[config.mk]
export PLATFORM = sky130hd
export DESIGN_NAME = i2c_master_byte_engine
export DESIGN_NICKNAME = d
export VERILOG_FILES = /design/src/hdl/i2cm_pkg.sv /design/src/hdl/i2c_master_byte_engine.sv /design/src/hdl/i2cm_cfg.sv /design/src/hdl/i2cm_engine.sv
export SDC_FILE = /design/constraint.sdc
export NUM_CORES = 1
export LEC_CHECK = 0
export CORE_ASPECT_RATIO = 1.1
export CORE_MARGIN = 1
export CORE_UTILIZATION = 30
export CTS_BUF_LIST = sky130_fd_sc_hd__clkbuf_8
export DETAILED_ROUTE_END_ITERATION = 7
export DONT_BUFFER_PORTS = 1
export PLACE_DENSITY = 0.54
export SLEW_MARGIN = 5
export SYNTH_ARGS = -nofsm -noshare
export SYNTH_HDL_FRONTEND = slang
export SYNTH_SLANG_ARGS = --single-unit
[constraint.sdc]
create_clock -name clk -period 4.3 [get_ports clk]
set_clock_uncertainty 0.05 [all_clocks]
set_input_delay 0.645 -clock clk [delete_from_list [all_inputs] [get_ports clk]]
set_output_delay 0.645 -clock clk [all_outputs]
set_load 0.005 [all_outputs]
[src/hdl/i2cm_pkg.sv]
// ----------------------------------------------------------------------------
// i2cm_pkg
// Shared types and codes for the I2C master byte engine.
// ----------------------------------------------------------------------------
package i2cm_pkg;

    localparam int NUM_CFG   = 7;
    localparam int CFG_IDX_W = 3;
    localparam int CFG_W     = 16;

    typedef logic [CFG_W-1:0] cfg_word_t;

    // configuration register indexes
    localparam logic [CFG_IDX_W-1:0] CFG_BUF    = 3'd0;
    localparam logic [CFG_IDX_W-1:0] CFG_SU_STA = 3'd1;
    localparam logic [CFG_IDX_W-1:0] CFG_HD_STA = 3'd2;
    localparam logic [CFG_IDX_W-1:0] CFG_SU_STO = 3'd3;
    localparam logic [CFG_IDX_W-1:0] CFG_HIGH   = 3'd4;
    localparam logic [CFG_IDX_W-1:0] CFG_LOW    = 3'd5;
    localparam logic [CFG_IDX_W-1:0] CFG_SU_DAT = 3'd6;

    localparam cfg_word_t CFG_RESET [NUM_CFG] = '{
        16'd5, 16'd5, 16'd4, 16'd4, 16'd4, 16'd5, 16'd1
    };

    // command codes
    localparam logic [2:0] FUNC_TICK  = 3'd0;
    localparam logic [2:0] FUNC_START = 3'd1;
    localparam logic [2:0] FUNC_STOP  = 3'd2;
    localparam logic [2:0] FUNC_WRITE = 3'd3;
    localparam logic [2:0] FUNC_READ  = 3'd4;

    // write modes; for reads any nonzero mode sends nack
    localparam logic [1:0] MODE_RAW    = 2'd0;
    localparam logic [1:0] MODE_ADDR_W = 2'd1;
    localparam logic [1:0] MODE_ADDR_R = 2'd2;

    localparam logic [7:0] ADDR_W_MASK = 8'hFE;
    localparam logic [7:0] ADDR_R_BIT  = 8'h01;

    localparam logic [3:0] LAST_DATA_BIT = 4'd8;
    localparam logic [3:0] BITS_PER_BYTE = 4'd9;

    typedef enum logic [3:0] {
        PH_IDLE,
        PH_ST_BUF,
        PH_ST_SU,
        PH_ST_HD,
        PH_SP_PREP,
        PH_SP_SU,
        PH_WR_SU,
        PH_WR_HI,
        PH_WR_LO,
        PH_RD_SU,
        PH_RD_HI,
        PH_RD_LO
    } phase_t;

    typedef struct packed {
        logic       scl;
        logic       sda;
        logic       busy;
        logic       done;
        logic [7:0] read_data;
        logic       ack;
        logic       rejected;
    } i2cm_result_t;

endpackage

[src/hdl/i2c_master_byte_engine.sv]
// ----------------------------------------------------------------------------
// i2c_master_byte_engine
// Bit-banged I2C master: start, stop, write byte and read byte on tick items.
// ----------------------------------------------------------------------------
// Usage:
// - in channel (in_valid/in_ready) carries one tick or command per request;
//   func selects tick, start, stop, write or read, data/mode/sda_in go along.
// - out channel (out_valid/out_ready) returns one result per request: the
//   SCL/SDA levels to drive, busy, a done pulse, the last read byte, the last
//   write ack and a flag for a command given while busy.
// - cfg channel (cfg_valid/cfg_ready, always ready) writes the seven tick
//   count registers; cfg_index 7 is ignored. Write only while idle.
// - a request is taken into the input register, then the sequencer step runs
//   combinationally into the result register, which raises out_valid; a
//   held result stalls the step.
// - throughput: one request per cycle while out_ready stays high, as the
//   step from the input register to the result register is combinational.
// - when out_ready is low the result register holds, the input register
//   keeps one more request and in_ready drops until the result is taken.
// - reset: timing registers go to their defaults, the sequencer is idle with
//   both lines released, and no request or result is pending.
// ----------------------------------------------------------------------------
module i2c_master_byte_engine #(
    parameter int TIMER_BITS = 16
) (
    input  logic                           clk,
    input  logic                           rst_n,
    input  logic                           in_valid,
    output logic                           in_ready,
    input  logic [2:0]                     func,
    input  logic [7:0]                     data,
    input  logic [1:0]                     mode,
    input  logic                           sda_in,
    output logic                           out_valid,
    input  logic                           out_ready,
    output logic                           scl_out,
    output logic                           sda_release,
    output logic                           busy_res,
    output logic                           done_res,
    output logic [7:0]                     read_data,
    output logic                           ack_received,
    output logic                           rejected,
    input  logic                           cfg_valid,
    output logic                           cfg_ready,
    input  logic [i2cm_pkg::CFG_IDX_W-1:0] cfg_index,
    input  logic [i2cm_pkg::CFG_W-1:0]     cfg_data
);
    import i2cm_pkg::*;

    logic         in_valid_reg;
    logic [2:0]   func_reg;
    logic [7:0]   data_reg;
    logic [1:0]   mode_reg;
    logic         sda_in_reg;
    logic         advance;
    cfg_word_t    cfg_regs [NUM_CFG];
    i2cm_result_t result_next;
    i2cm_result_t result_reg;
    logic         out_valid_reg;

    assign cfg_ready = 1'b1;
    assign advance   = in_valid_reg && (!out_valid_reg || out_ready);
    assign in_ready  = !in_valid_reg || advance;

    // input register
    always_ff @(posedge clk or negedge rst_n)
    begin
        if (!rst_n)
        begin
            in_valid_reg <= 1'b0;
        end
        else if (in_ready)
        begin
            in_valid_reg <= in_valid;
        end
    end

    always_ff @(posedge clk)
    begin
        if (in_valid && in_ready)
        begin
            func_reg   <= func;
            data_reg   <= data;
            mode_reg   <= mode;
            sda_in_reg <= sda_in;
        end
    end

    i2cm_cfg u_cfg (
        .clk      (clk),
        .rst_n    (rst_n),
        .wr_en    (cfg_valid && cfg_ready),
        .wr_index (cfg_index),
        .wr_data  (cfg_data),
        .cfg_regs (cfg_regs)
    );

    i2cm_engine #(
        .TIMER_BITS (TIMER_BITS)
    ) u_engine (
        .clk         (clk),
        .rst_n       (rst_n),
        .step        (advance),
        .func        (func_reg),
        .data        (data_reg),
        .mode        (mode_reg),
        .sda_in      (sda_in_reg),
        .cfg_regs    (cfg_regs),
        .result_next (result_next)
    );

    // result register
    always_ff @(posedge clk or negedge rst_n)
    begin
        if (!rst_n)
        begin
            out_valid_reg <= 1'b0;
        end
        else if (advance)
        begin
            out_valid_reg <= 1'b1;
        end
        else if (out_ready)
        begin
            out_valid_reg <= 1'b0;
        end
    end

    always_ff @(posedge clk)
    begin
        if (advance)
        begin
            result_reg <= result_next;
        end
    end

    assign out_valid    = out_valid_reg;
    assign scl_out      = result_reg.scl;
    assign sda_release  = result_reg.sda;
    assign busy_res     = result_reg.busy;
    assign done_res     = result_reg.done;
    assign read_data    = result_reg.read_data;
    assign ack_received = result_reg.ack;
    assign rejected     = result_reg.rejected;

`ifndef ASSERT_OFF
    // a finished command leaves the sequencer idle
    a_done_idle: assert property (@(posedge clk) disable iff (!rst_n)
        out_valid && done_res |-> !busy_res)
        else $error("done result while still busy");

    // a rejected command never completes anything
    a_rej_not_done: assert property (@(posedge clk) disable iff (!rst_n)
        out_valid && rejected |-> !done_res && busy_res)
        else $error("rejected result with done or idle");

    // the input side stalls only behind a held result
    a_stall_cause: assert property (@(posedge clk) disable iff (!rst_n)
        !in_ready |-> in_valid_reg && out_valid && !out_ready)
        else $error("input stalled without a held result");

    // a held result stays put while the receiver stalls
    a_hold: assert property (@(posedge clk) disable iff (!rst_n)
        out_valid && !out_ready |=> out_valid && $stable(result_reg))
        else $error("result changed under stall");
`endif

endmodule

[src/hdl/i2cm_cfg.sv]
// ----------------------------------------------------------------------------
// i2cm_cfg
// Timing register file, loaded with default tick counts at reset.
// ----------------------------------------------------------------------------
module i2cm_cfg (
    input  logic                         clk,
    input  logic                         rst_n,
    input  logic                         wr_en,
    input  logic [i2cm_pkg::CFG_IDX_W-1:0] wr_index,
    input  i2cm_pkg::cfg_word_t          wr_data,
    output i2cm_pkg::cfg_word_t          cfg_regs [i2cm_pkg::NUM_CFG]
);
    import i2cm_pkg::*;

    cfg_word_t cfg_reg [NUM_CFG];

    always_ff @(posedge clk or negedge rst_n)
    begin
        if (!rst_n)
        begin
            for (int i = 0; i < NUM_CFG; i++)
            begin
                cfg_reg[i] <= CFG_RESET[i];
            end
        end
        else if (wr_en && (wr_index < CFG_IDX_W'(NUM_CFG)))
        begin
            cfg_reg[wr_index] <= wr_data;
        end
    end

    assign cfg_regs = cfg_reg;

endmodule

[src/hdl/i2cm_engine.sv]
// ----------------------------------------------------------------------------
// i2cm_engine
// Bus sequencer: phase state, tick timer, bit counter and shift register.
// ----------------------------------------------------------------------------
module i2cm_engine #(
    parameter int TIMER_BITS = 16
) (
    input  logic                   clk,
    input  logic                   rst_n,
    input  logic                   step,
    input  logic [2:0]             func,
    input  logic [7:0]             data,
    input  logic [1:0]             mode,
    input  logic                   sda_in,
    input  i2cm_pkg::cfg_word_t    cfg_regs [i2cm_pkg::NUM_CFG],
    output i2cm_pkg::i2cm_result_t result_next
);
    import i2cm_pkg::*;

    localparam int WIDE_W = (TIMER_BITS > CFG_W) ? TIMER_BITS : CFG_W;
    localparam logic [WIDE_W-1:0] TIMER_MAX = WIDE_W'({TIMER_BITS{1'b1}});

    phase_t                phase_reg, phase_next;
    logic [3:0]            bit_count_reg, bit_count_next;
    logic [TIMER_BITS-1:0] timer_reg, timer_next;
    logic [7:0]            shifter_reg, shifter_next;
    logic                  ack_choice_reg, ack_choice_next;
    logic [7:0]            read_byte_reg, read_byte_next;
    logic                  ack_status_reg, ack_status_next;
    logic                  scl_reg, scl_next;
    logic                  sda_reg, sda_next;

    logic                  busy;
    logic [TIMER_BITS-1:0] timer_dec;
    logic                  expire;
    logic [3:0]            bit_inc;
    logic [7:0]            wr_byte;
    logic                  load_en;
    logic [CFG_IDX_W-1:0]  load_sel;
    logic [WIDE_W-1:0]     load_wide;
    logic [TIMER_BITS-1:0] load_ticks;
    logic                  done;
    logic                  rej;

    assign busy      = (phase_reg != PH_IDLE);
    assign timer_dec = (timer_reg != '0) ? timer_reg - 1'b1 : '0;
    assign expire    = (timer_dec == '0);
    assign bit_inc   = bit_count_reg + 4'd1;

    always_comb
    begin
        case (mode)
            MODE_ADDR_W: wr_byte = {data[6:0], 1'b0} & ADDR_W_MASK;
            MODE_ADDR_R: wr_byte = {data[6:0], 1'b0} | ADDR_R_BIT;
            default:     wr_byte = data;
        endcase
    end

    // zero counts as one, counts beyond the timer range saturate
    assign load_wide  = WIDE_W'(cfg_regs[load_sel]);
    assign load_ticks = (load_wide == '0) ? TIMER_BITS'(1) :
                        (load_wide > TIMER_MAX) ? TIMER_BITS'(TIMER_MAX) :
                        TIMER_BITS'(load_wide);

    // next phase
    always_comb
    begin
        phase_next = phase_reg;
        case (func)
            FUNC_TICK:
            begin
                if (busy && expire)
                begin
                    case (phase_reg)
                        PH_ST_BUF:  phase_next = PH_ST_SU;
                        PH_ST_SU:   phase_next = PH_ST_HD;
                        PH_SP_PREP: phase_next = PH_SP_SU;
                        PH_WR_SU:   phase_next = PH_WR_HI;
                        PH_WR_HI:   phase_next = PH_WR_LO;
                        PH_WR_LO:
                            phase_next = (bit_inc >= BITS_PER_BYTE) ? PH_IDLE : PH_WR_SU;
                        PH_RD_SU:   phase_next = PH_RD_HI;
                        PH_RD_HI:   phase_next = PH_RD_LO;
                        PH_RD_LO:
                            phase_next = (bit_inc >= BITS_PER_BYTE) ? PH_IDLE : PH_RD_SU;
                        default:    phase_next = PH_IDLE;
                    endcase
                end
            end
            FUNC_START: if (!busy) phase_next = PH_ST_BUF;
            FUNC_STOP:  if (!busy) phase_next = PH_SP_PREP;
            FUNC_WRITE: if (!busy) phase_next = PH_WR_SU;
            FUNC_READ:  if (!busy) phase_next = PH_RD_SU;
            default:    phase_next = phase_reg;
        endcase
    end

    // datapath and line levels
    always_comb
    begin
        bit_count_next  = bit_count_reg;
        timer_next      = timer_reg;
        shifter_next    = shifter_reg;
        ack_choice_next = ack_choice_reg;
        read_byte_next  = read_byte_reg;
        ack_status_next = ack_status_reg;
        scl_next        = scl_reg;
        sda_next        = sda_reg;
        load_en         = 1'b0;
        load_sel        = CFG_BUF;
        done            = 1'b0;
        rej             = 1'b0;
        case (func)
            FUNC_TICK:
            begin
                if (busy)
                begin
                    timer_next = timer_dec;
                    if (expire)
                    begin
                        case (phase_reg)
                            PH_ST_BUF:
                            begin
                                load_en  = 1'b1;
                                load_sel = CFG_SU_STA;
                            end
                            PH_ST_SU:
                            begin
                                sda_next = 1'b0;
                                load_en  = 1'b1;
                                load_sel = CFG_HD_STA;
                            end
                            PH_ST_HD:
                            begin
                                scl_next = 1'b0;
                                done     = 1'b1;
                            end
                            PH_SP_PREP:
                            begin
                                scl_next = 1'b1;
                                load_en  = 1'b1;
                                load_sel = CFG_SU_STO;
                            end
                            PH_SP_SU:
                            begin
                                sda_next = 1'b1;
                                done     = 1'b1;
                            end
                            PH_WR_SU, PH_RD_SU:
                            begin
                                scl_next = 1'b1;
                                load_en  = 1'b1;
                                load_sel = CFG_HIGH;
                            end
                            PH_WR_HI:
                            begin
                                // ack bit sampled at the end of the ninth high phase
                                if (bit_count_reg == LAST_DATA_BIT)
                                begin
                                    ack_status_next = sda_in;
                                end
                                scl_next = 1'b0;
                                load_en  = 1'b1;
                                load_sel = CFG_LOW;
                            end
                            PH_RD_HI:
                            begin
                                if (bit_count_reg < LAST_DATA_BIT)
                                begin
                                    shifter_next = {shifter_reg[6:0], sda_in};
                                end
                                scl_next = 1'b0;
                                load_en  = 1'b1;
                                load_sel = CFG_LOW;
                            end
                            PH_WR_LO:
                            begin
                                bit_count_next = bit_inc;
                                if (bit_inc >= BITS_PER_BYTE)
                                begin
                                    done = 1'b1;
                                end
                                else
                                begin
                                    if (bit_inc < LAST_DATA_BIT)
                                    begin
                                        sda_next = shifter_reg[3'(4'd7 - bit_inc)];
                                    end
                                    else
                                    begin
                                        sda_next = 1'b1;
                                    end
                                    load_en  = 1'b1;
                                    load_sel = CFG_SU_DAT;
                                end
                            end
                            PH_RD_LO:
                            begin
                                bit_count_next = bit_inc;
                                if (bit_inc >= BITS_PER_BYTE)
                                begin
                                    read_byte_next = shifter_reg;
                                    done           = 1'b1;
                                end
                                else
                                begin
                                    sda_next = (bit_inc == LAST_DATA_BIT) ? ack_choice_reg : 1'b1;
                                    load_en  = 1'b1;
                                    load_sel = CFG_SU_DAT;
                                end
                            end
                            default: ;
                        endcase
                    end
                end
            end
            FUNC_START:
            begin
                if (busy)
                begin
                    rej = 1'b1;
                end
                else
                begin
                    scl_next = 1'b1;
                    sda_next = 1'b1;
                    load_en  = 1'b1;
                    load_sel = CFG_BUF;
                end
            end
            FUNC_STOP:
            begin
                if (busy)
                begin
                    rej = 1'b1;
                end
                else
                begin
                    sda_next = 1'b0;
                    load_en  = 1'b1;
                    load_sel = CFG_SU_DAT;
                end
            end
            FUNC_WRITE:
            begin
                if (busy)
                begin
                    rej = 1'b1;
                end
                else
                begin
                    shifter_next   = wr_byte;
                    bit_count_next = 4'd0;
                    scl_next       = 1'b0;
                    sda_next       = wr_byte[7];
                    load_en        = 1'b1;
                    load_sel       = CFG_SU_DAT;
                end
            end
            FUNC_READ:
            begin
                if (busy)
                begin
                    rej = 1'b1;
                end
                else
                begin
                    ack_choice_next = (mode != MODE_RAW);
                    shifter_next    = 8'd0;
                    bit_count_next  = 4'd0;
                    scl_next        = 1'b0;
                    sda_next        = 1'b1;
                    load_en         = 1'b1;
                    load_sel        = CFG_SU_DAT;
                end
            end
            default: ;
        endcase
        if (load_en)
        begin
            timer_next = load_ticks;
        end
    end

    always_ff @(posedge clk or negedge rst_n)
    begin
        if (!rst_n)
        begin
            phase_reg      <= PH_IDLE;
            bit_count_reg  <= 4'd0;
            timer_reg      <= '0;
            shifter_reg    <= 8'd0;
            ack_choice_reg <= 1'b0;
            read_byte_reg  <= 8'd0;
            ack_status_reg <= 1'b0;
            scl_reg        <= 1'b1;
            sda_reg        <= 1'b1;
        end
        else if (step)
        begin
            phase_reg      <= phase_next;
            bit_count_reg  <= bit_count_next;
            timer_reg      <= timer_next;
            shifter_reg    <= shifter_next;
            ack_choice_reg <= ack_choice_next;
            read_byte_reg  <= read_byte_next;
            ack_status_reg <= ack_status_next;
            scl_reg        <= scl_next;
            sda_reg        <= sda_next;
        end
    end

    assign result_next.scl       = scl_next;
    assign result_next.sda       = sda_next;
    assign result_next.busy      = (phase_next != PH_IDLE);
    assign result_next.done      = done;
    assign result_next.read_data = read_byte_next;
    assign result_next.ack       = ack_status_next;
    assign result_next.rejected  = rej;

endmodule

==> report_table.html, run 1 <==
<table>
<tr><th>Metric</th><th>Value</th></tr>
<tr><th colspan="2">Setup path</th></tr>
<tr><td>Start of the worst register-to-register path</td><td>u_engine.timer_reg[0]</td></tr>
<tr><td>Startpoint Class</td><td>flip-flop</td></tr>
<tr><td>Endpoint of the worst register-to-register path</td><td>u_engine.timer_reg[0]</td></tr>
<tr><td>Cells along the critical path</td><td>inv_1 -&gt; ha_1 -&gt; or4b_4 -&gt; nor4_1 -&gt; mux2i_1 -&gt; and3_1 -&gt; nand4_2 -&gt; buf_4 -&gt; nor2b_1 -&gt; buf_6 -&gt; a22oi_1 -&gt; a32oi_1 -&gt; nand4_1 -&gt; o31ai_1</td></tr>
<tr><td>WP data arrival</td><td>4.38 ns</td></tr>
<tr><td>Worst R2R Setup Slack</td><td>between 0.2 and 0.3 ns</td></tr>
<tr><td>Kind of end point of the critical path</td><td>flip-flop</td></tr>
<tr><td>CP max stage delay</td><td>roughly 0.57 ns</td></tr>
<tr><td>Slowest cell on crit path</td><td>or4b_4</td></tr>
<tr><td>Setup Crit Path Kind</td><td>flip-flop to flip-flop</td></tr>
<tr><td>Worst endpoint required time</td><td>approximately 4.6 ns</td></tr>
<tr><td>Critical path's top delay family</td><td>simple AND/OR/NAND/NOR gates</td></tr>
<tr><td>Worst-case reg-to-reg path depth</td><td>14</td></tr>
<tr><td>Worst-path fanout max</td><td>16</td></tr>
<tr><td>Buffer and inverter count on the worst path</td><td>3</td></tr>
<tr><th colspan="2">Floorplan</th></tr>
<tr><td># rows</td><td>between 60 and 70</td></tr>
<tr><td>IO Pins</td><td>55</td></tr>
<tr><td>Die span in y</td><td>about 190 µm</td></tr>
<tr><td>Area of the core region</td><td>31700 µm²</td></tr>
<tr><td>Area of the die</td><td>around 33000 µm²</td></tr>
<tr><td>Starting density of the core</td><td>0.308</td></tr>
<tr><td>Die width</td><td>around 170 µm</td></tr>
<tr><th colspan="2">Global routing</th></tr>
<tr><td>Largest net degree at the start of global routing</td><td>approximately 160</td></tr>
<tr><td>Via count of the first global-routing pass</td><td>roughly 6700</td></tr>
<tr><td>Global-route wire length before repair</td><td>approximately 38 mm</td></tr>
<tr><td>Global router's overall resource usage</td><td>0.147</td></tr>
<tr><td>Total congestion overflow after global routing</td><td>0</td></tr>
<tr><td>Antenna violations before repair</td><td>0</td></tr>
<tr><th colspan="2">Synth</th></tr>
<tr><td>Number of warnings reported in the yosys synthesis log</td><td>0</td></tr>
<tr><td>Avg Synthesized Cell Area</td><td>approximately 11 µm²</td></tr>
<tr><td>Number of flops mapped to enable cells by yosys</td><td>28</td></tr>
<tr><td>Number of distinct library cells after synthesis</td><td>71</td></tr>
<tr><td>Net count of the mapped netlist</td><td>about 900</td></tr>
<tr><td>Cell area after synthesis</td><td>between 9000 and 10000 µm²</td></tr>
<tr><td>Cell type with the highest aggregate area in the netlist</td><td>dfrtp_1</td></tr>
<tr><td>Fraction of synthesized cell area taken by the top area cell type</td><td>0.374</td></tr>
<tr><td>Top cells by area, synth</td><td>dfrtp_1 (37%), mux2_2 (15%), edfxtp_1 (8.6%)</td></tr>
<tr><td>Number of cells produced by synthesis</td><td>approximately 870</td></tr>
<tr><td>Primary FF master, synth</td><td>dfrtp_1</td></tr>
<tr><td>FFs w/ async S/R, synth</td><td>0.849</td></tr>
<tr><td>Part of the Yosys area used for sequential elements</td><td>0.493</td></tr>
<tr><td>Number of register bits inferred by synthesis</td><td>186</td></tr>
<tr><th colspan="2">Timing</th></tr>
<tr><td>Worst-margin pin slew</td><td>around 1.1 ns</td></tr>
<tr><td>Unrepaired setup endpoints after global routing</td><td>no</td></tr>
<tr><td>Slew headroom</td><td>0.296</td></tr>
<tr><td>Min cycle time layout</td><td>4.03 ns</td></tr>
<tr><td>Maximum frequency from static timing analysis</td><td>around 0.25 GHz</td></tr>
<tr><td>Total negative slack for setup checks</td><td>0 ns</td></tr>
<tr><td>Fraction of the cycle the final worst path needs</td><td>0.938</td></tr>
<tr><td>Setup-violating endpoint count in the final report</td><td>0</td></tr>
<tr><td>Final Hold Fails</td><td>0</td></tr>
<tr><td>Setup slack after layout</td><td>~0.27 ns</td></tr>
<tr><td>Final Max Tran Viols</td><td>0</td></tr>
<tr><th colspan="2">Power</th></tr>
<tr><td>Combinational fraction of design power</td><td>0.326</td></tr>
<tr><td>Pwr Density</td><td>approximately 510 nW/µm²</td></tr>
<tr><td>Internal power</td><td>0.00344 W</td></tr>
<tr><td>Power share of the clock group</td><td>0.208</td></tr>
<tr><td>Sequential share of power</td><td>0.466</td></tr>
<tr><td>Maximum resistive drop on vdd</td><td>between 0.2 and 0.25 mV</td></tr>
<tr><td>Net load switching power</td><td>about 0.0021 W</td></tr>
<tr><td>Leak pwr</td><td>between 4 and 5 nW</td></tr>
<tr><td>Switching share of total power</td><td>0.375</td></tr>
<tr><th colspan="2">Cells and area</th></tr>
<tr><td>Layout cell share with drive strength beyond 1</td><td>0.262</td></tr>
<tr><td>Layout overhead on the synthesized area</td><td>9.73%</td></tr>
<tr><td>Most frequent cells in the layout</td><td>dfrtp_1 (146), mux2_2 (133), o21ai_0 (54)</td></tr>
<tr><td>Layout Nets</td><td>around 910</td></tr>
<tr><td>Max FFs per register</td><td>between 100 and 150</td></tr>
<tr><td>Final standard cell count with taps included and fillers excluded</td><td>~1300</td></tr>
<tr><td>Final antenna diode count</td><td>0</td></tr>
<tr><td>Most common library cell in the layout ignoring fill and taps</td><td>dfrtp_1</td></tr>
<tr><th colspan="2">Clock network</th></tr>
<tr><td>Maximum root-to-sink buffer count</td><td>2</td></tr>
<tr><td>TritonCTS Buffers</td><td>17</td></tr>
<tr><td>Worst skew pair latency</td><td>roughly 0.48 ns</td></tr>
<tr><td>Root Driver</td><td>clkbuf_8</td></tr>
<tr><td>Clock transition at the register clock pins on the worst setup and hold paths after CTS</td><td>about 0.12 ns</td></tr>
<tr><td>Depth of the CTS H-tree</td><td>4</td></tr>
<tr><td>Clock tree from TritonCTS</td><td>built</td></tr>
<tr><td>Clock sink count</td><td>186</td></tr>
<tr><th colspan="2">Placed design</th></tr>
<tr><td>Port Buffer Count</td><td>0</td></tr>
<tr><td>Post-placement cell count</td><td>roughly 1300</td></tr>
<tr><td>Minimum setup slack after placement</td><td>~0.12 ns</td></tr>
<tr><td>HPWL Detailed</td><td>~16 mm</td></tr>
<tr><td>Final weighted congestion in routability-driven placement</td><td>0.921</td></tr>
<tr><th colspan="2">Route</th></tr>
<tr><td>Total number of vias</td><td>a little under 7000</td></tr>
<tr><td>1st-iter DRT viols</td><td>360</td></tr>
<tr><td>Wire length per cell</td><td>~18 µm</td></tr>
<tr><td>Detailed-route DRC error count</td><td>0</td></tr>
<tr><td>TritonRoute pass-1 iters</td><td>5</td></tr>
<tr><td>DRT Wirelength</td><td>roughly 24 mm</td></tr>
<tr><td>Antenna viol nets, final</td><td>0</td></tr>
<tr><td>Via-per-instance ratio</td><td>~5.2</td></tr>
<tr><th colspan="2">Run</th></tr>
<tr><td>Number of maximum-capacitance violations</td><td>0</td></tr>
<tr><th colspan="2">Outcome</th></tr>
<tr><td>Outcome</td><td>finished clean</td></tr>
<tr><th colspan="2">Min path</th></tr>
<tr><td>Classification of the worst-slack hold path</td><td>input port to asynchronous set/reset pin</td></tr>
</table>
-- worst reg2reg max path, cell delays in order, from the launching register on --
cell,delay (ns)
dfrtp_1,0.43
inv_1,0.09
ha_1,0.20
or4b_4,0.57
nor4_1,0.35
mux2i_1,0.33
and3_1,0.30
nand4_2,0.17
buf_4,0.21
nor2b_1,0.17
buf_6,0.24
a22oi_1,0.17
a32oi_1,0.28
nand4_1,0.16
o31ai_1,0.25
-- cell type report --
class / instances / area [µm²]
fill: 3179 / 21000
sequential: 186 / 4810
multi-input combinational: 599 / 4610
tap: 420 / 526
timing repair buffer: 31 / 282
clock buffer: 18 / 248
clock inverter: 14 / 125
inverter: 29 / 109
-- cell usage after synthesis (3+ instances only) --
| master | instances |
|---|---|
| or2_2 | 3 |
| a31o_2 | 3 |
| nand4b_1 | 4 |
| and3_1 | 4 |
| nand4_1 | 7 |
| dfrtp_1 | 146 |
| mux2_2 | 133 |
| xor2_1 | 3 |
| a22oi_1 | 18 |
| o31ai_1 | 5 |
| nor3_1 | 13 |
| buf_6 | 4 |
| a31oi_1 | 6 |
| nand2b_1 | 16 |
| clkbuf_1 | 36 |
| edfxtp_1 | 28 |
| or4_1 | 3 |
| nor2_1 | 40 |
| dfstp_2 | 12 |
| o22ai_1 | 6 |
| nand3_1 | 33 |
| nor2b_1 | 9 |
| or3_1 | 11 |
| nor4_1 | 6 |
| mux2i_1 | 53 |
| buf_2 | 8 |
| a21o_1 | 4 |
| ha_1 | 7 |
| buf_4 | 4 |
| xnor2_1 | 3 |
| o21ai_0 | 54 |
| nand2_1 | 46 |
| a211oi_1 | 4 |
| o221ai_1 | 16 |
| and2_1 | 7 |
| o21a_1 | 3 |
| inv_1 | 29 |
| a21oi_1 | 34 |
| a22o_1 | 11 |
-- cells by family (layout without fill, tap and decap cells) --
family          Yosys count  in the layout  synth area share
simple gates            212            212             0.114
mux                     188            188             0.212
flops                   186            186             0.493
compound gates          185            185             0.128
buf+inv                  84             92            0.0381
fa+ha+maj                 7              7           0.00897
xor+xnor                  6              6           0.00538
other cells               1              1          0.000384
-- worst max-delay path by stage --
stage,from,cells after the start,to,slack [ns]
final,u_engine.timer_reg[0],14,u_engine.timer_reg[0],0.27
after global routing,u_engine.timer_reg[0],14,u_engine.timer_reg[0],0.05
after CTS,u_engine.timer_reg[0],14,u_engine.timer_reg[0],0.05
after detailed placement,u_engine.timer_reg[0],14,u_engine.timer_reg[0],0.12
after global placement,u_engine.timer_reg[0],13,u_engine.timer_reg[0],0.21
after floorplan,u_engine.timer_reg[0],16,u_engine.timer_reg[0],0.66
-- repair_timing --
| action | 4_1_cts | 5_1_grt |
|---|---|---|
| setup buffers | 0 | 1 |
| resized for setup | 0 | 3 |
| hold buffers | 1 | 0 |
| endpoints found under the hold margin | 158 | 0 |
| setup endpoints to repair | 0 | 12 |
-- power groups by stage --
| stage | combinational, W | sequential, W | clock, W |
|---|---|---|---|
| after detailed placement | 0.00175 | 0.00259 | 0 |
| after floorplan | 0.00140 | 0.00244 | 0 |
| after global routing | 0.00200 | 0.00263 | 0.00125 |
| after global placement | 0.00174 | 0.00260 | 0 |
| final | 0.00180 | 0.00256 | 0.00114 |
| after CTS | 0.00180 | 0.00256 | 0.00119 |
-- metrics by stage --
step / hold slack, ns / utilization / power, W / cell area (µm²)
floorplan: 0.299 / - / 0.00385 / 9760
global placement: 0.310 / 0.324 / 0.00434 / 10300
detailed placement: 0.308 / 0.324 / 0.00435 / 10300
CTS: 0.129 / 0.337 / 0.00555 / 10700
global route: 0.151 / 0.338 / 0.00587 / 10700
finish: 0.104 / 0.338 / 0.00550 / 10700
-- metal layers --
metal	vias to the layer above	global-route usage	wire [µm]
met2	154	0.241	11200
li1	3199	-	-
met3	29	0.0330	1040
met1	3406	0.189	10900
met4	0	0.0503	367
met5	-	0	0
Power figures use the tool's default switching activity.
==> run 2: changes to the inputs <==
- PLACE_DENSITY: 0.54 -> 0.41
- clock period: 4.3 -> 3.3 ns (I/O delays scaled with it)
==> run 2 against run 1 <==
Compared with the run above:
- the flow now finishes with violations (negative hold slack, negative setup slack)
- fmax up 9.7%
- cell count up 13%
- register-to-register slack worse by 0.64 ns
- sequential power up 29%
- core utilization up 8.0 points
- count of clock-buffer cells in the layout unchanged
- global-route usage up 3.7 points
- die area unchanged
- first-iteration DRC count up 3.1%
- sequential cell count unchanged
- critical path type unchanged
==> report_table.html, run 2 (same netlist as run 1, synthesis figures left out) <==
<table>
<tr><th>Metric</th><th>Value</th></tr>
<tr><th colspan="2">Global routing</th></tr>
<tr><td>Total congestion overflow after global routing</td><td>0 (unchanged)</td></tr>
<tr><td>Global-route wire length before repair</td><td>46.3 mm (+21%)</td></tr>
<tr><td>Via count of the first global-routing pass</td><td>7923 (+18%)</td></tr>
<tr><td>Largest net degree at the start of global routing</td><td>159 (unchanged)</td></tr>
<tr><td>Global router's overall resource usage</td><td>0.184 (+0.0373)</td></tr>
<tr><td>Antenna violations before repair</td><td>0 (unchanged)</td></tr>
<tr><th colspan="2">Setup path</th></tr>
<tr><td>Critical path's top delay family</td><td>simple AND/OR/NAND/NOR gates</td></tr>
<tr><td>Worst endpoint required time</td><td>3.66 ns (-0.98 ns)</td></tr>
<tr><td>Buffer and inverter count on the worst path</td><td>4 (+1)</td></tr>
<tr><td>Setup Crit Path Kind</td><td>flip-flop to flip-flop</td></tr>
<tr><td>Kind of end point of the critical path</td><td>flip-flop</td></tr>
<tr><td>Critical path capture point</td><td>u_engine.timer_reg[0]</td></tr>
<tr><td>Worst-path fanout max</td><td>6 (-10)</td></tr>
<tr><td>CP max stage delay</td><td>0.54 ns (-0.03 ns)</td></tr>
<tr><td>WP data arrival</td><td>4.04 ns (-0.34 ns)</td></tr>
<tr><td>Worst setup path startpoint</td><td>u_engine.timer_reg[1]</td></tr>
<tr><td>Worst R2R Setup Slack</td><td>-0.38 ns (-0.64 ns)</td></tr>
<tr><td>Slowest cell on crit path</td><td>or4_4</td></tr>
<tr><td>Start of the worst register-to-register path</td><td>u_engine.timer_reg[1]</td></tr>
<tr><td>Endpoint of the worst register-to-register path</td><td>u_engine.timer_reg[0]</td></tr>
<tr><td>Cells along the critical path</td><td>buf_4 -&gt; or4_4 -&gt; or3_4 -&gt; a311o_1 -&gt; and3_4 -&gt; nand4_1 -&gt; buf_6 -&gt; buf_12 -&gt; buf_6 -&gt; mux2i_1 -&gt; a22oi_2 -&gt; a22oi_2 -&gt; nand4_1 -&gt; o31ai_1</td></tr>
<tr><td>Startpoint Class</td><td>flip-flop</td></tr>
<tr><td>Number of cells on the critical path</td><td>14 (unchanged)</td></tr>
<tr><td>Worst-case reg-to-reg path depth</td><td>14 (unchanged)</td></tr>
<tr><th colspan="2">Clock network</th></tr>
<tr><td>Worst skew pair latency</td><td>0.49 ns (about the same)</td></tr>
<tr><td>Root Driver</td><td>clkbuf_8</td></tr>
<tr><td>Clock tree from TritonCTS</td><td>built</td></tr>
<tr><td>Depth of the CTS H-tree</td><td>4 (unchanged)</td></tr>
<tr><td>Clock transition at the register clock pins on the worst setup and hold paths after CTS</td><td>0.11 ns (about the same)</td></tr>
<tr><td>Count of hold buffers inserted by post-cts repair</td><td>14 (+13)</td></tr>
<tr><td>Maximum root-to-sink buffer count</td><td>2 (unchanged)</td></tr>
<tr><td>Clock sink count</td><td>186 (unchanged)</td></tr>
<tr><td>TritonCTS Buffers</td><td>17 (unchanged)</td></tr>
<tr><th colspan="2">Placed design</th></tr>
<tr><td>Final weighted congestion in routability-driven placement</td><td>0.879 (-4.6%)</td></tr>
<tr><td>Port Buffer Count</td><td>0 (unchanged)</td></tr>
<tr><td>HPWL Detailed</td><td>18.5 mm (+16%)</td></tr>
<tr><td>Total placed instance area</td><td>11100 µm² (+7.9%)</td></tr>
<tr><td>Post-placement cell count</td><td>1352 (+7.0%)</td></tr>
<tr><th colspan="2">Power</th></tr>
<tr><td>Switching share of total power</td><td>0.372 (-0.00359)</td></tr>
<tr><td>Maximum resistive drop on vdd</td><td>0.624 mV (+170%)</td></tr>
<tr><td>Leak pwr</td><td>5.57 nW (+22%)</td></tr>
<tr><td>Sequential share of power</td><td>0.357 (-0.109)</td></tr>
<tr><td>Pwr Density</td><td>698 nW/µm² (+36%)</td></tr>
<tr><td>Internal power</td><td>0.00581 W (+69%)</td></tr>
<tr><td>Combinational fraction of design power</td><td>0.469 (+0.143)</td></tr>
<tr><td>Net load switching power</td><td>0.00344 W (+66%)</td></tr>
<tr><td>Power share of the clock group</td><td>0.175 (-0.033)</td></tr>
<tr><th colspan="2">Route</th></tr>
<tr><td>Antenna viol nets, final</td><td>0 (unchanged)</td></tr>
<tr><td>DRT Wirelength</td><td>29.7 mm (+26%)</td></tr>
<tr><td>Via-per-instance ratio</td><td>5.18 (-1.1%)</td></tr>
<tr><td>TritonRoute pass-1 iters</td><td>5 (unchanged)</td></tr>
<tr><td>Wire length per cell</td><td>20.3 µm (+12%)</td></tr>
<tr><td>1st-iter DRT viols</td><td>371 (+3.1%)</td></tr>
<tr><td>Detailed-route DRC error count</td><td>0 (unchanged)</td></tr>
<tr><td>Total number of vias</td><td>7567 (+11%)</td></tr>
<tr><th colspan="2">Cells and area</th></tr>
<tr><td>Most frequent cells in the layout</td><td>dfrtp_1 (146), buf_4 (131), mux2_2 (128)</td></tr>
<tr><td>Post-Layout Inst Area</td><td>13200 µm² (+24%)</td></tr>
<tr><td>Final antenna diode count</td><td>0 (unchanged)</td></tr>
<tr><td>Layout Nets</td><td>1074 (+18%)</td></tr>
<tr><td>Layout cell share with drive strength beyond 1</td><td>0.478 (+0.216)</td></tr>
<tr><td>Final standard cell count with taps included and fillers excluded</td><td>1462 (+13%)</td></tr>
<tr><td>Max FFs per register</td><td>112 (unchanged)</td></tr>
<tr><td>Layout overhead on the synthesized area</td><td>35.6%</td></tr>
<tr><td>Most common library cell in the layout ignoring fill and taps</td><td>dfrtp_1</td></tr>
<tr><th colspan="2">Timing</th></tr>
<tr><td>Fraction of the cycle the final worst path needs</td><td>1.12 (+0.177)</td></tr>
<tr><td>Final Max Tran Viols</td><td>0 (unchanged)</td></tr>
<tr><td>Slew headroom</td><td>0.310 (+0.0140)</td></tr>
<tr><td>Setup slack after layout</td><td>-0.380 ns (-0.645 ns)</td></tr>
<tr><td>Worst-margin pin slew</td><td>1.02 ns (-0.0263 ns)</td></tr>
<tr><td>Setup-violating endpoint count in the final report</td><td>39 (+39)</td></tr>
<tr><td>Maximum frequency from static timing analysis</td><td>0.272 GHz (+9.7%)</td></tr>
<tr><td>Total negative slack for setup checks</td><td>-6.45 ns (-6.45 ns)</td></tr>
<tr><td>Worst hold slack across all endpoints</td><td>-0.355 ns (-0.459 ns)</td></tr>
<tr><td>Min cycle time layout</td><td>3.68 ns (-0.355 ns)</td></tr>
<tr><td>Final Hold Fails</td><td>158 (+158)</td></tr>
<tr><td>Unrepaired setup endpoints after global routing</td><td>yes</td></tr>
<tr><th colspan="2">Floorplan</th></tr>
<tr><td>Area of the die</td><td>33300 µm² (unchanged)</td></tr>
<tr><td># rows</td><td>68 (unchanged)</td></tr>
<tr><td>Die span in y</td><td>191 µm (unchanged)</td></tr>
<tr><td>Starting density of the core</td><td>0.308 (unchanged)</td></tr>
<tr><td>Die width</td><td>174 µm (unchanged)</td></tr>
<tr><td>IO Pins</td><td>55 (unchanged)</td></tr>
<tr><td>Area of the core region</td><td>31700 µm² (unchanged)</td></tr>
<tr><th colspan="2">Outcome</th></tr>
<tr><td>Failing checks</td><td>negative hold slack, negative setup slack</td></tr>
<tr><td>Outcome</td><td>finished with violations</td></tr>
<tr><th colspan="2">Min path</th></tr>
<tr><td>Classification of the worst-slack hold path</td><td>input port to asynchronous set/reset pin</td></tr>
<tr><th colspan="2">Run</th></tr>
<tr><td>Number of maximum-capacitance violations</td><td>0 (unchanged)</td></tr>
</table>
[run 2: changes by cell type in the layout (fill, tap and decap cells not counted), moves of 16 or more]
cell,change
a22oi_1,-16
a22oi_2,+16
buf_4,+104
buf_6,+27
mux2i_1,-16
o21ai_0,-29
o21ai_1,+19
[run 2: metal layers]
metal / GRT usage / share of wire / vias to the layer above
li1: - / - / 3545
met3: 0.0340 / 0.036 / 55
met5: 0.0134 / 0.0019 / -
met2: 0.308 / 0.49 / 195
met4: 0.0823 / 0.030 / 2
met1: 0.229 / 0.45 / 3770
[run 2: worst min path at each step]
| stage | startpoint | to | slack, ns | cells past startpoint |
|---|---|---|---|---|
| floorplan | rst_n | in_valid_reg | 0.15 | 0 |
| global placement | rst_n | u_engine.read_byte_reg[4] | 0.15 | 0 |
| detailed placement | rst_n | u_engine.read_byte_reg[4] | 0.15 | 0 |
| CTS | rst_n | u_engine.read_byte_reg[1] | -0.41 | 0 |
| global route | rst_n | u_engine.read_byte_reg[4] | -0.41 | 0 |
| finish | rst_n | u_engine.read_byte_reg[4] | -0.35 | 0 |
[run 2: worst reg2reg max path, delay by kind of cell (launching register included)]
kind                   cells  cell delay (ns)
multiplexers               1             0.21
AO/OA/AOI/OAI              4             1.00
flip-flops                 1             0.42
AND/OR/NAND/NOR            5             1.29
buffers and inverters      4             0.64
[run 2: power groups by stage]
stage               logic (W)  clock network, W  registers (W)
floorplan             0.00187                 0        0.00319
global placement      0.00305                 0        0.00331
detailed placement    0.00304                 0        0.00331
CTS                   0.00393           0.00170        0.00328
global route          0.00464           0.00178        0.00337
finish                0.00433           0.00162        0.00330
[run 2: cell type report]
class / count / area, µm²
fillers: 3056 / 18500
well taps: 420 / 526
multi-input cells: 601 / 5480
flip-flops and latches: 186 / 4810
clock buffers: 18 / 248
inverters: 29 / 109
repair buffers: 194 / 1920
clock inverters: 14 / 158
[run 2: repair_timing]
action	CTS	global route
cloned	9	2
endpoints found under the hold margin	172	158
setup buffers	45	13
gates resized for setup	127	94
endpoints found under the setup margin	53	54
pin swaps	47	42
[run 2: metrics by stage]
| step | hold WS (ns) | power, W | utilization | setup slack, ns |
|---|---|---|---|---|
| 2_1_floorplan | 0.149 | 0.00506 | - | -0.210 |
| 3_3_place_gp | 0.154 | 0.00636 | 0.350 | -0.566 |
| 3_5_place_dp | 0.154 | 0.00635 | 0.350 | -0.549 |
| 4_1_cts | -0.414 | 0.00891 | 0.402 | -0.315 |
| 5_1_grt | -0.413 | 0.00979 | 0.417 | -0.486 |
| 6_report | -0.355 | 0.00925 | 0.417 | -0.380 |
